$ cat src/rtss_pkg.sv
// shared types and constants for the range assign / range sum tree
package rtss_pkg;

    localparam int DEF_SIZE = 1024;
    localparam int SUM_W    = 42;
    localparam int VAL_W    = 32;
    localparam int IDX_W    = 10;

    localparam logic REQ_ASSIGN = 1'b0;
    localparam logic REQ_QUERY  = 1'b1;

    typedef struct packed {
        logic                    pend;
        logic signed [VAL_W-1:0] pval;
        logic [SUM_W-1:0]        sum;
    } node_t;

    typedef enum logic {
        ALU_FILL,
        ALU_ADD
    } alu_op_t;

endpackage

$ cat src/rtss_alu.sv
// shared arithmetic unit: scaled fill value or sum of two operand sums
module rtss_alu
    import rtss_pkg::*;
#(
    parameter int HW = 5
)
(
    input  alu_op_t                 op,
    input  logic signed [VAL_W-1:0] val,
    input  logic [HW-1:0]           sh,
    input  logic [SUM_W-1:0]        a,
    input  logic [SUM_W-1:0]        b,
    output logic [SUM_W-1:0]        res
);

    logic signed [SUM_W-1:0] val_ext;

    assign val_ext = SUM_W'(val);

    always_comb
    begin
        unique case (op)
            ALU_FILL: res = val_ext << sh;
            ALU_ADD:  res = a + b;
            default:  res = a + b;
        endcase
    end

endmodule

$ cat config.mk
export PLATFORM = sky130hd
export DESIGN_NAME = rtss_alu
export DESIGN_NICKNAME = d
export VERILOG_FILES = /design/src/rtss_pkg.sv /design/src/rtss_alu.sv
export SDC_FILE = /design/constraint.sdc
export NUM_CORES = 1
export LEC_CHECK = 0
export ABC_AREA = 1
export BUFFER_PORTS_ARGS = -buffer_cell sky130_fd_sc_hd__buf_2
export CAP_MARGIN = 40
export CORE_MARGIN = 4
export CORE_UTILIZATION = 45
export DETAILED_ROUTE_END_ITERATION = 16
export PLACE_DENSITY = 0.68
export SYNTH_ARGS = -nofsm -noshare
export SYNTH_HDL_FRONTEND = slang
export SYNTH_SLANG_ARGS = --single-unit
$ cat constraint.sdc
create_clock -name vclk -period 5.8
set_clock_uncertainty 0.1 [all_clocks]
set_input_delay 1.16 -clock vclk [all_inputs]
set_output_delay 1.16 -clock vclk [all_outputs]
set_load 0.1 [all_outputs]
## After elaboration in Yosys (flattened, before gate mapping)

Index checks and enable logic that the tools add are counted.
Widths: inputs -> output; s select.

- Add/sub/neg operators: 1
- Magnitude comparators: 0
- Bitwise operators: 1
- Reductions and logical operators: 0
- Mux-type cells: 1
- Shifts and indexed selects: 1
- Div/mod/pow operators: 0
- Equality and inequality tests: 0
- $mul: 0

Operator list:

| operator | number |
|---|---|
| $pmux 42 s2 | 1 |
| $add 42x42->42 | 1 |
| $shl 42x5->42 | 1 |
| $not 1->1 | 1 |

- Register bits: 0
- Logic and storage cells: 4
- ROM bits: 0
- Bits in writable memories: 0
- Output and inout bits: 42
- Memories kept: 0
- Input port bits: 122
- Latch bits: 0

## Logic depth before layout (Yosys ltp)

Gate-level depths: netlist of the first run.

- Word-level depth: 2
- Gate-level depth with buffers: 14
- Gate-level depth less buffers: 14

## Worst setup path before layout of the first run

OpenSTA, ideal clock, no wires.

- Kind: in2out
- Start: input port a[6]
- End: output port res[11]
- Path slack: 0.318 ns
- Path buffers: 0
- Arrival: 4.222 ns
- Stages on the path: 10
- Data required time: 4.540 ns
- Cells stage by stage: ha_1 -> nand2_1 -> inv_1 -> a21oi_1 -> nand2_1 -> nand2_1 -> nand2_1 -> nand2_1 -> nand2_1 -> o21ai_0

- Longest elaborated chain between the ends: 2

Ends and longest elaborated chain:

| element | line | source |
|---|---|---|
| from (decl) | rtss_alu.sv:11 | `input logic [SUM_W-1:0] a,` |
| $add 42x42->42 | - |  |
| $pmux 42 s2 | rtss_alu.sv:22 | `unique case (op)` |
| to (decl) | rtss_alu.sv:13 | `output logic [SUM_W-1:0] res` |

No other way between the ends.

## Final worst setup path of the first run

- Start: input port a[0]
- End: output port res[28]

Same word-level chain as after synthesis.

==> tab_implementation.tex, run 1 <==
\begin{tabular}{lr}
\hline
Metric & Value \\
\hline
\multicolumn{2}{l}{\textbf{Final layout}} \\
Filler cell count in the final layout & 1443 \\
Fraction of final layout cells sized beyond drive strength 1 & 0.165 \\
Layout Nets & 1466 \\
Footprint of the multi-input gates & approximately 0.0047 mm2 \\
Antenna Diode Count & 0 \\
Total area of sequential cells & 0 um2 \\
End-of-flow core utilization & 0.536 \\
Signed area change from the synthesized netlist to the final layout & 15.8\% \\
Clock buffer count & 0 \\
Final sequential cell count & 0 \\
\multicolumn{2}{l}{\textbf{Critical path}} \\
Dominant delay contributor by cell family on the critical path & simple AND/OR/NAND/NOR gates \\
Total buffers and inverters traversed by the critical path & 2 \\
CP max stage delay & 0.44 ns \\
Top cell by count, worst path & sky130\_fd\_sc\_hd\_\_nand2\_1 \\
Cell breakdown of the critical path & buf\_2 -> ha\_1 -> fa\_1 -> nand2\_1 -> nand3\_1 -> and2\_1 -> nand3b\_1 -> nand3\_1 -> nand2\_1 -> nand2\_1 -> nand2\_1 -> nand3\_1 -> nand2\_1 -> buf\_2 \\
Kind of launch point of the worst setup path & input pin \\
Max stage delay cell, worst path & sky130\_fd\_sc\_hd\_\_fa\_1 \\
Critical path data required time & 4.54 ns \\
Arrival time at the worst endpoint & 3.41 ns \\
Sort of element at the end of the critical path & output port \\
Kind of critical path & input pin to output port \\
Critical path fanouts, max & 4 \\
\multicolumn{2}{l}{\textbf{Synth}} \\
Share of Yosys cell area claimed by the top area cell type & 0.309 \\
Compound-Gate Fraction of Synth Area & 0.130 \\
Number of warning messages in the yosys log & 0 \\
Parity-gate share of the synthesized area counting xor and xnor cells & 0.0110 \\
Yosys top cell by area & sky130\_fd\_sc\_hd\_\_nand2\_1 \\
Cell Area, Synth & roughly 0.0056 mm2 \\
Post-synthesis share of cell area spent on and, or, nand and nor gates & 0.591 \\
Top post-synthesis cells by area & sky130\_fd\_sc\_hd\_\_nand2\_1 (31\%), sky130\_fd\_sc\_hd\_\_nand3\_1 (17\%), sky130\_fd\_sc\_hd\_\_inv\_1 (12\%) \\
Syn nets & 1330 \\
Number of distinct library cell variants in the gate-level netlist after synthesis & 40 \\
Sequential-to-total area share from yosys stat & 0 \\
Cells after Synth & about 1200 \\
Combinational family with the most area after synthesis & simple AND/OR/NAND/NOR gates \\
Share of synthesized cell area in full adder, half adder and majority cells & 0.0956 \\
Syn avg cell area & 4.78 um2 \\
Post-synthesis mux area share & 0.0153 \\
\multicolumn{2}{l}{\textbf{Hold path}} \\
Path class of the lowest-slack min-delay path & input pin to output port \\
\multicolumn{2}{l}{\textbf{GRT}} \\
Number of global-route vias before repair & 6774 \\
Total routing resource utilization after global routing & 0.268 \\
Largest net degree at the start of global routing & 38 \\
Number of antenna violations at the first check in global routing & 0 \\
Total global routing overflow & 0 \\
Wire length of the first global-routing pass & about 32000 um \\
\multicolumn{2}{l}{\textbf{Job}} \\
Number of max-cap violations & 0 \\
\multicolumn{2}{l}{\textbf{STA}} \\
Upper clock frequency limit & 214 MHz \\
Final number of max-transition violations & 0 \\
Crit path setup slack, layout & 1.13 ns \\
Crit path time final & 4.67 ns \\
Number of hold-slack violations in the final timing report & 0 \\
Least-Margin Pin Slew & 0.732 ns \\
Setup repair after global routing missed its margin & false \\
Summed negative setup slack over all endpoints & 0 ns \\
Rel. slew slack & 0.512 \\
Period Utilization, post-route & 0.805 \\
Total of endpoints with negative setup slack in the final report & 0 \\
\multicolumn{2}{l}{\textbf{Detailed routing}} \\
Final routed wire length divided by cell count & 13.6 um \\
Number of remaining DRC errors & 0 \\
Total number of vias & approximately 7600 \\
Initial drt markers & 547 \\
Remaining antenna violation count after routing & 0 \\
Post-detailed-route via-to-cell ratio & approximately 5.2 \\
Router iterations before antenna repair & 6 \\
Total wirelength of the detailed-routed design & 19900 um \\
\multicolumn{2}{l}{\textbf{Die}} \\
Area of the core & 0.0121 mm2 \\
Die ar. & 0.0142 mm2 \\
Initial standard-cell utilization of the core & 0.462 \\
I/O pin total & approximately 160 \\
Die Y & 119 um \\
Width of the chip & 119 um \\
Number of standard-cell rows in the floorplan & 40 \\
\multicolumn{2}{l}{\textbf{Pwr}} \\
Largest vdd supply drop & 0.114 mV \\
Cell area power density & about 150 mW/mm2 \\
Leak Pwr & slightly below 0.004 uW \\
\multicolumn{2}{l}{\textbf{Place}} \\
Worst slack at placement & $\sim$1.2 ns \\
IO buf count & 164 \\
Placed wire-length estimate & around 17000 um \\
GPL Wtd Cong & 0.961 \\
\multicolumn{2}{l}{\textbf{Outcome}} \\
Result of the run & finished, final reports clean \\
\multicolumn{2}{l}{\textbf{Clocking}} \\
Post-cts gate resize count & 0 \\
Count of hold-fix buffers inserted at cts & 0 \\
Number of setup buffers added after CTS & 0 \\
\hline
\end{tabular}
## final timing paths
path,startpoint,to,slack (ns),cells after the start
min,b[40],res[40],2.90,6
max,a[0],res[28],1.13,14
## through the flow
stage / cell area, um2 / instances / hold WS (ns) / total power (uW)
2_1_floorplan: 5580 / 1166 / 2.94 / 744
3_3_place_gp: 6430 / 1467 / 2.89 / 947
3_5_place_dp: 6460 / 1468 / 2.90 / 951
4_1_cts: 6460 / 1468 / 2.90 / 953
5_1_grt: 6460 / 1468 / 2.93 / 1040
6_report: 6460 / 1468 / 2.90 / 960
## routing by layer
metal  vias to the layer above  wire [um]  track usage
li1                       3975          -            -
met1                      3270       9000        0.387
met2                       328       9030        0.456
met3                        22       1610       0.0114
met4                         0        289       0.0308
met5                         -          0            0
## where the power goes
group          leakage [uW]  internal, uW  switching (uW)
clock network             0             0               0
logic               0.00395           234             726
registers                 0             0               0
## cell type report
class / instances / area share
Tap cell: 168 / 0.0325
Timing Repair Buffer: 171 / 0.138
Multi-Input combinational cell: 954 / 0.727
Inverter: 175 / 0.102
## worst min-delay path: stages
cell                      delay [ns]
sky130_fd_sc_hd__buf_2          0.08
sky130_fd_sc_hd__ha_1           0.16
sky130_fd_sc_hd__nand2_1        0.06
sky130_fd_sc_hd__nand3_1        0.06
sky130_fd_sc_hd__nand2_1        0.04
sky130_fd_sc_hd__buf_2          0.28
## logic make-up (layout without fill, tap and decap cells)
kind of cell / Yosys count / after routing
compound gates: 129 / 129
xor+xnor: 7 / 7
fa+ha+maj: 42 / 42
buf+inv: 212 / 346
mux: 6 / 6
simple gates: 770 / 770
## cells in the final DEF, fill, tap and decap left out, types with 6 or more instances in the layout
| master | synthesis | final |
|---|---|---|
| sky130_fd_sc_hd__a21oi_1 | 47 | 47 |
| sky130_fd_sc_hd__buf_2 | 12 | 164 |
| sky130_fd_sc_hd__buf_4 | 2 | 6 |
| sky130_fd_sc_hd__ha_1 | 41 | 41 |
| sky130_fd_sc_hd__inv_1 | 172 | 172 |
| sky130_fd_sc_hd__nand2_1 | 459 | 459 |
| sky130_fd_sc_hd__nand3_1 | 185 | 185 |
| sky130_fd_sc_hd__nand3_2 | 12 | 12 |
| sky130_fd_sc_hd__nor2_1 | 79 | 79 |
| sky130_fd_sc_hd__o21ai_0 | 43 | 43 |
| sky130_fd_sc_hd__o21ai_1 | 15 | 15 |
| sky130_fd_sc_hd__o21ai_2 | 11 | 11 |
| sky130_fd_sc_hd__o21bai_1 | 6 | 6 |
| sky130_fd_sc_hd__or2_1 | 7 | 7 |
| sky130_fd_sc_hd__xor2_1 | 6 | 6 |
## cell usage after synthesis, types with 2 or more instances
library cell,instances
sky130_fd_sc_hd__inv_1,172
sky130_fd_sc_hd__o21ai_1,15
sky130_fd_sc_hd__clkbuf_1,10
sky130_fd_sc_hd__nand3_2,12
sky130_fd_sc_hd__nor2_1,79
sky130_fd_sc_hd__and2_1,5
sky130_fd_sc_hd__nand3_1,185
sky130_fd_sc_hd__mux2i_1,4
sky130_fd_sc_hd__o21ai_0,43
sky130_fd_sc_hd__or2_2,4
sky130_fd_sc_hd__ha_1,41
sky130_fd_sc_hd__o21ai_2,11
sky130_fd_sc_hd__mux2i_4,2
sky130_fd_sc_hd__or2_1,7
sky130_fd_sc_hd__nand4_1,3
sky130_fd_sc_hd__nor2_2,5
sky130_fd_sc_hd__o21bai_1,6
sky130_fd_sc_hd__a21oi_1,47
sky130_fd_sc_hd__buf_6,6
sky130_fd_sc_hd__buf_2,12
sky130_fd_sc_hd__and2_4,4
sky130_fd_sc_hd__nand2_1,459
sky130_fd_sc_hd__buf_4,2
sky130_fd_sc_hd__xor2_1,6
sky130_fd_sc_hd__o211ai_1,5
sky130_fd_sc_hd__nand2_2,3
sky130_fd_sc_hd__buf_1,5
Power figures use the tool's default switching activity.
==> run 2: changes to the inputs <==
--- a/config.mk
+++ b/config.mk
@@ -11,7 +11,7 @@
 export CORE_MARGIN = 4
 export CORE_UTILIZATION = 45
 export DETAILED_ROUTE_END_ITERATION = 16
-export PLACE_DENSITY = 0.68
+export PLACE_DENSITY = 0.71
 export SYNTH_ARGS = -nofsm -noshare
 export SYNTH_HDL_FRONTEND = slang
 export SYNTH_SLANG_ARGS = --single-unit
==> constraint.sdc (replaced) <==
create_clock -name vclk -period 4
set_clock_uncertainty 0.1 [all_clocks]
set_input_delay 0.8 -clock vclk [all_inputs]
set_output_delay 0.8 -clock vclk [all_outputs]
set_load 0.1 [all_outputs]
==> run 2 against run 1 <==
  * Combinational power grew 71%
  * Sequential share of layout area is the same
  * Critical path depth shrank 1
  * Worst hold slack lost 0.85 ns
  * Critical path type unchanged
  * Routed wire length grew 1.4%
  * Utilization grew 5.6 points
  * Sequential cell count is the same
  * Highest routed layer unchanged
  * Non-clock buffer count grew 7
  * Cell count grew 0.48%
  * Total power grew 70%
==> tab_implementation.tex, run 2 (synthesized netlist as in run 1, its figures left out) <==
\begin{tabular}{lr}
\hline
Metric & Value \\
\hline
\multicolumn{2}{l}{\textbf{Critical path}} \\
Sort of element at the end of the critical path & output port \\
Dominant delay contributor by cell family on the critical path & simple AND/OR/NAND/NOR gates \\
Number of cells on the critical path & 13 \\
Max stage delay cell, worst path & sky130\_fd\_sc\_hd\_\_fa\_1 \\
Cell breakdown of the critical path & buf\_2 -> ha\_1 -> fa\_1 -> nand2\_1 -> nand3\_1 -> nand3\_1 -> nand2\_1 -> nand2\_1 -> nand3\_2 -> xor2\_1 -> nand2\_1 -> nand3\_1 -> buf\_12 \\
Arrival time at the worst endpoint & between 2 and 3 ns \\
Kind of critical path & input pin to output port \\
Kind of launch point of the worst setup path & input pin \\
Critical path fanouts, max & 5 \\
Total buffers and inverters traversed by the critical path & 2 \\
CP max stage delay & 0.44 ns \\
Critical path data required time & 3.10 ns \\
Top cell by count, worst path & sky130\_fd\_sc\_hd\_\_nand2\_1 \\
\multicolumn{2}{l}{\textbf{Pwr}} \\
Part of the power in the clock network & 0 \\
Switching pwr & between 1000 and 1500 uW \\
Cell area power density & about 230 mW/mm2 \\
Share of power burned in registers & 0 \\
Cell internal pwr & $\sim$540 uW \\
Part of the total power dissipated in combinational logic & 1.000 \\
Largest vdd supply drop & $\sim$0.13 mV \\
Switching power as a share of total power & 0.669 \\
Leak Pwr & 0.00419 uW \\
\multicolumn{2}{l}{\textbf{STA}} \\
Summed negative setup slack over all endpoints & 0 ns \\
Period Utilization, post-route & 0.922 \\
Final number of max-transition violations & 0 \\
Rel. slew slack & 0.617 \\
Number of hold-slack violations in the final timing report & 0 \\
Upper clock frequency limit & between 200 and 300 MHz \\
Setup repair after global routing missed its margin & false \\
Worst-case hold slack & 2.04 ns \\
Crit path time final & approximately 3.7 ns \\
Total of endpoints with negative setup slack in the final report & 0 \\
Least-Margin Pin Slew & 0.571 ns \\
\multicolumn{2}{l}{\textbf{Clocking}} \\
Post-cts gate resize count & 0 \\
Count of hold-fix buffers inserted at cts & 0 \\
Number of setup buffers added after CTS & 0 \\
\multicolumn{2}{l}{\textbf{Detailed routing}} \\
Router iterations before antenna repair & 7 \\
Total wirelength of the detailed-routed design & 20200 um \\
Remaining antenna violation count after routing & 0 \\
Number of remaining DRC errors & 0 \\
Post-detailed-route via-to-cell ratio & 5.24 \\
Total number of vias & 7733 \\
Routed length on met2 & 9340 um \\
Final routed wire length divided by cell count & $\sim$14 um \\
Length of routed wiring on met1 & 8820 um \\
Initial drt markers & 622 \\
Detailed route wirelength on metal3 & about 1600 um \\
Top metal layer carrying routed signals & met4 \\
\multicolumn{2}{l}{\textbf{Final layout}} \\
Clock buffer count & 0 \\
Signed area change from the synthesized netlist to the final layout & 27.8\% \\
Antenna Diode Count & 0 \\
Fraction of final layout cells sized beyond drive strength 1 & 0.171 \\
Most common library cell in the layout ignoring fill and taps & sky130\_fd\_sc\_hd\_\_nand2\_1 \\
Non-filler cells, final & 1475 \\
Filler cell count in the final layout & around 1300 \\
Final sequential cell count & 0 \\
Total area of sequential cells & 0 um2 \\
Layout Nets & 1473 \\
Commonest non-fill, non-tap cells in the layout & sky130\_fd\_sc\_hd\_\_nand2\_1 (459), sky130\_fd\_sc\_hd\_\_nand3\_1 (185), sky130\_fd\_sc\_hd\_\_inv\_1 (172) \\
\multicolumn{2}{l}{\textbf{Hold path}} \\
Cells on Worst Hold Path & 4 \\
Path class of the lowest-slack min-delay path & input pin to output port \\
Launch point of the worst hold path & op \\
Worst Hold Path EP & res[2] \\
\multicolumn{2}{l}{\textbf{Die}} \\
Initial standard-cell utilization of the core & 0.462 \\
I/O pin total & between 150 and 200 \\
Width of the chip & 119 um \\
Area of the core & approximately 0.012 mm2 \\
Number of standard-cell rows in the floorplan & 40 \\
Die Y & 119 um \\
Die ar. & $\sim$0.014 mm2 \\
\multicolumn{2}{l}{\textbf{Place}} \\
GPL Wtd Cong & 0.963 \\
Placed wire-length estimate & 17500 um \\
IO buf count & between 150 and 200 \\
Number of instances in the placed design & 1475 \\
\multicolumn{2}{l}{\textbf{GRT}} \\
Total routing resource utilization after global routing & 0.270 \\
Wire length of the first global-routing pass & between 30000 and 40000 um \\
Number of global-route vias before repair & 6970 \\
Total global routing overflow & 0 \\
Largest net degree at the start of global routing & 38 \\
Number of antenna violations at the first check in global routing & 0 \\
\multicolumn{2}{l}{\textbf{Outcome}} \\
Result of the run & finished, final reports clean \\
\multicolumn{2}{l}{\textbf{Job}} \\
Number of max-cap violations & 0 \\
\hline
\end{tabular}
[run 2: changes by cell type in the layout (fill, tap and decap cells not counted), sizes merged]
cell	delta
buf	+7
[run 2: worst min-delay path, cell delays in order]
cell and delay, ns:
sky130_fd_sc_hd__buf_2 0.18, sky130_fd_sc_hd__nand2_1 0.10, sky130_fd_sc_hd__o21ai_1 0.08, sky130_fd_sc_hd__buf_12 0.17
[run 2: power by group through the flow]
stage / clock [uW] / combinational [uW] / sequential, uW
3_5_place_dp: 0 / 1620 / 0
3_3_place_gp: 0 / 1620 / 0
2_1_floorplan: 0 / 1080 / 0
6_report: 0 / 1640 / 0
4_1_cts: 0 / 1630 / 0
5_1_grt: 0 / 1750 / 0
[run 2: stage by stage]
stage | worst slack (ns) | area (um2) | utilization | power, uW
after detailed placement | 0.298 | 7130 | 0.591 | 1620
after floorplan | -0.526 | 5590 | - | 1080
after global placement | 0.338 | 7120 | 0.591 | 1620
after CTS | 0.300 | 7130 | 0.591 | 1630
after global routing | 0.103 | 7130 | 0.591 | 1750
final | 0.312 | 7130 | 0.591 | 1640
[run 2: layer usage]
| layer | vias up | GRT usage |
|---|---|---|
| met5 | - | 0 |
| met4 | 0 | 0.0587 |
| met3 | 31 | 0.0195 |
| met2 | 312 | 0.465 |
| met1 | 3401 | 0.368 |
| li1 | 3989 | - |
[run 2: area by class of cell]
class                      instances  area (um2)  share of cell area
multi-input combinational        954        4700               0.660
tap                              168         210              0.0295
inverter                         175         659              0.0925
timing repair buffer             178        1560               0.218
[run 2: how the worst max path moves through the flow]
stage	startpoint	end	slack, ns
after floorplan	sh[4]	res[0]	-0.53
after global placement	a[0]	res[36]	0.34
after detailed placement	a[0]	res[36]	0.30
after CTS	a[0]	res[36]	0.30
after global routing	a[0]	res[40]	0.10
final	a[0]	res[24]	0.31
==> run 3: changes to the inputs <==
--- a/config.mk
+++ b/config.mk
@@ -9,9 +9,10 @@
 export BUFFER_PORTS_ARGS = -buffer_cell sky130_fd_sc_hd__buf_2
 export CAP_MARGIN = 40
 export CORE_MARGIN = 4
-export CORE_UTILIZATION = 45
+export CORE_UTILIZATION = 50
 export DETAILED_ROUTE_END_ITERATION = 16
-export PLACE_DENSITY = 0.71
+export PLACE_DENSITY = 0.78
+export REMOVE_ABC_BUFFERS = 1
 export SYNTH_ARGS = -nofsm -noshare
 export SYNTH_HDL_FRONTEND = slang
 export SYNTH_SLANG_ARGS = --single-unit
==> run 3 against run 2 <==
  * Clock-buffer cell count unchanged
  * Critical path depth fell by 1
  * Sequential cell count is the same
  * Cell count shrank 2.0%
  * Utilization increased by 6.0 points
  * Sequential share of layout area is the same
  * First-iteration DRC count shrank 9.6%
  * Final area shrank 0.63%
  * Setup slack got worse by 0.077 ns
  * Highest routed layer unchanged
==> tab_implementation.tex, run 3 (synthesized netlist as in run 1, its figures left out) <==
\begin{tabular}{lr}
\hline
Metric & Value \\
\hline
\multicolumn{2}{l}{\textbf{Job}} \\
Number of max-cap violations & 0 \\
\multicolumn{2}{l}{\textbf{STA}} \\
Crit path setup slack, layout & about 0.24 ns \\
Worst-case hold slack & roughly 2.1 ns \\
Period Utilization, post-route & 0.941 \\
Rel. slew slack & 0.666 \\
Least-Margin Pin Slew & 0.500 ns \\
Crit path time final & 3.76 ns \\
Summed negative setup slack over all endpoints & 0 ns \\
Final number of max-transition violations & 0 \\
Upper clock frequency limit & 266 MHz \\
Setup repair after global routing missed its margin & false \\
Total of endpoints with negative setup slack in the final report & 0 \\
Number of hold-slack violations in the final timing report & 0 \\
\multicolumn{2}{l}{\textbf{Pwr}} \\
Switching power as a share of total power & 0.670 \\
Part of the power in the clock network & 0 \\
Part of the total power dissipated in combinational logic & 1.000 \\
Leak Pwr & approximately 0.0042 uW \\
Cell internal pwr & 538 uW \\
Largest vdd supply drop & around 0.19 mV \\
Share of power burned in registers & 0 \\
Switching pwr & between 1000 and 1500 uW \\
Cell area power density & 230 mW/mm2 \\
\multicolumn{2}{l}{\textbf{Die}} \\
I/O pin total & 164 \\
Number of standard-cell rows in the floorplan & 38 \\
Initial standard-cell utilization of the core & 0.512 \\
Die ar. & approximately 0.013 mm2 \\
Area of the core & roughly 0.011 mm2 \\
Die Y & 114 um \\
Width of the chip & 114 um \\
\multicolumn{2}{l}{\textbf{Hold path}} \\
Path class of the lowest-slack min-delay path & input pin to output port \\
\multicolumn{2}{l}{\textbf{Final layout}} \\
Filler cell count in the final layout & 1133 \\
Final sequential cell count & 0 \\
Final Instance Area & 0.00709 mm2 \\
Total area of sequential cells & 0 um2 \\
Layout Nets & 1471 \\
Most common library cell in the layout ignoring fill and taps & sky130\_fd\_sc\_hd\_\_nand2\_1 \\
Signed area change from the synthesized netlist to the final layout & 27.0\% \\
Antenna Diode Count & 0 \\
Fraction of final layout cells sized beyond drive strength 1 & 0.169 \\
Non-filler cells, final & 1445 \\
Commonest non-fill, non-tap cells in the layout & sky130\_fd\_sc\_hd\_\_nand2\_1 (459), sky130\_fd\_sc\_hd\_\_nand3\_1 (185), sky130\_fd\_sc\_hd\_\_inv\_1 (172) \\
Clock buffer count & 0 \\
Footprint of the multi-input gates & 0.00470 mm2 \\
\multicolumn{2}{l}{\textbf{GRT}} \\
Wire length of the first global-routing pass & 31800 um \\
GRT met3 Usage & 0.0106 \\
Met2 track demand over resource & 0.505 \\
Layer with the highest usage after global routing & met2 \\
Number of antenna violations at the first check in global routing & 0 \\
Largest net degree at the start of global routing & 41 \\
Met1 routing resource usage after global routing & 0.412 \\
Number of global-route vias before repair & 6808 \\
Total global routing overflow & 0 \\
Total routing resource utilization after global routing & 0.295 \\
\multicolumn{2}{l}{\textbf{Detailed routing}} \\
Total number of vias & 7594 \\
Router iterations before antenna repair & 5 \\
Final routed wire length divided by cell count & around 14 um \\
Remaining antenna violation count after routing & 0 \\
Number of remaining DRC errors & 0 \\
Post-detailed-route via-to-cell ratio & between 5 and 6 \\
Total wirelength of the detailed-routed design & about 20000 um \\
Initial drt markers & 562 \\
\multicolumn{2}{l}{\textbf{Clocking}} \\
Post-cts gate resize count & 0 \\
Number of setup buffers added after CTS & 0 \\
Count of hold-fix buffers inserted at cts & 0 \\
\multicolumn{2}{l}{\textbf{Critical path}} \\
Kind of launch point of the worst setup path & input pin \\
Arrival time at the worst endpoint & 2.86 ns \\
Kind of critical path & input pin to output port \\
Critical path data required time & roughly 3.1 ns \\
Critical path fanouts, max & 5 \\
Sort of element at the end of the critical path & output port \\
\multicolumn{2}{l}{\textbf{Place}} \\
Area of placed instances & 0.00709 mm2 \\
Placed wire-length estimate & between 15000 and 20000 um \\
IO buf count & between 150 and 200 \\
GPL Wtd Cong & 0.992 \\
Number of instances in the placed design & around 1400 \\
Worst slack at placement & around 0.28 ns \\
\multicolumn{2}{l}{\textbf{Outcome}} \\
Result of the run & finished, final reports clean \\
\hline
\end{tabular}
-- run 3: area by class of cell --
type | instances | area share
well taps | 140 | 0.0247
inverters | 175 | 0.0931
multi-input cells | 954 | 0.663
repair buffers | 176 | 0.219
-- run 3: routing by layer --
layer,up-vias,part of all wire
met5,-,0
met3,34,0.075
met2,297,0.46
li1,3973,-
met1,3290,0.44
met4,0,0.023
-- run 3: worst paths after layout --
kind,slack (ns),depth (start not counted),end,from
setup / recovery,0.24,12,res[16],a[0]
hold / removal,2.09,5,res[0],b[0]
-- run 3: per-stage QoR --
stage                util  total power, uW
CTS                 0.651             1620
detailed placement  0.651             1620
finish              0.651             1630
global route        0.651             1740
global placement    0.651             1610
floorplan               -             1040
-- run 3: power groups by stage --
stage / Combinational (uW) / Clock [uW] / Sequential (uW)
2_1_floorplan: 1040 / 0 / 0
3_3_place_gp: 1610 / 0 / 0
3_5_place_dp: 1620 / 0 / 0
4_1_cts: 1620 / 0 / 0
5_1_grt: 1740 / 0 / 0
6_report: 1630 / 0 / 0
-- run 3: worst max-delay path: stages --
cell                       delay (ns)
sky130_fd_sc_hd__buf_2           0.10
sky130_fd_sc_hd__ha_1            0.23
sky130_fd_sc_hd__fa_1            0.45
sky130_fd_sc_hd__nand2_1         0.12
sky130_fd_sc_hd__nand3_1         0.08
sky130_fd_sc_hd__nand3_1         0.07
sky130_fd_sc_hd__nand2_1         0.12
sky130_fd_sc_hd__nand2_1         0.08
sky130_fd_sc_hd__nand2_1         0.06
sky130_fd_sc_hd__o21ai_0         0.27
sky130_fd_sc_hd__o211ai_1        0.24
sky130_fd_sc_hd__buf_12          0.23
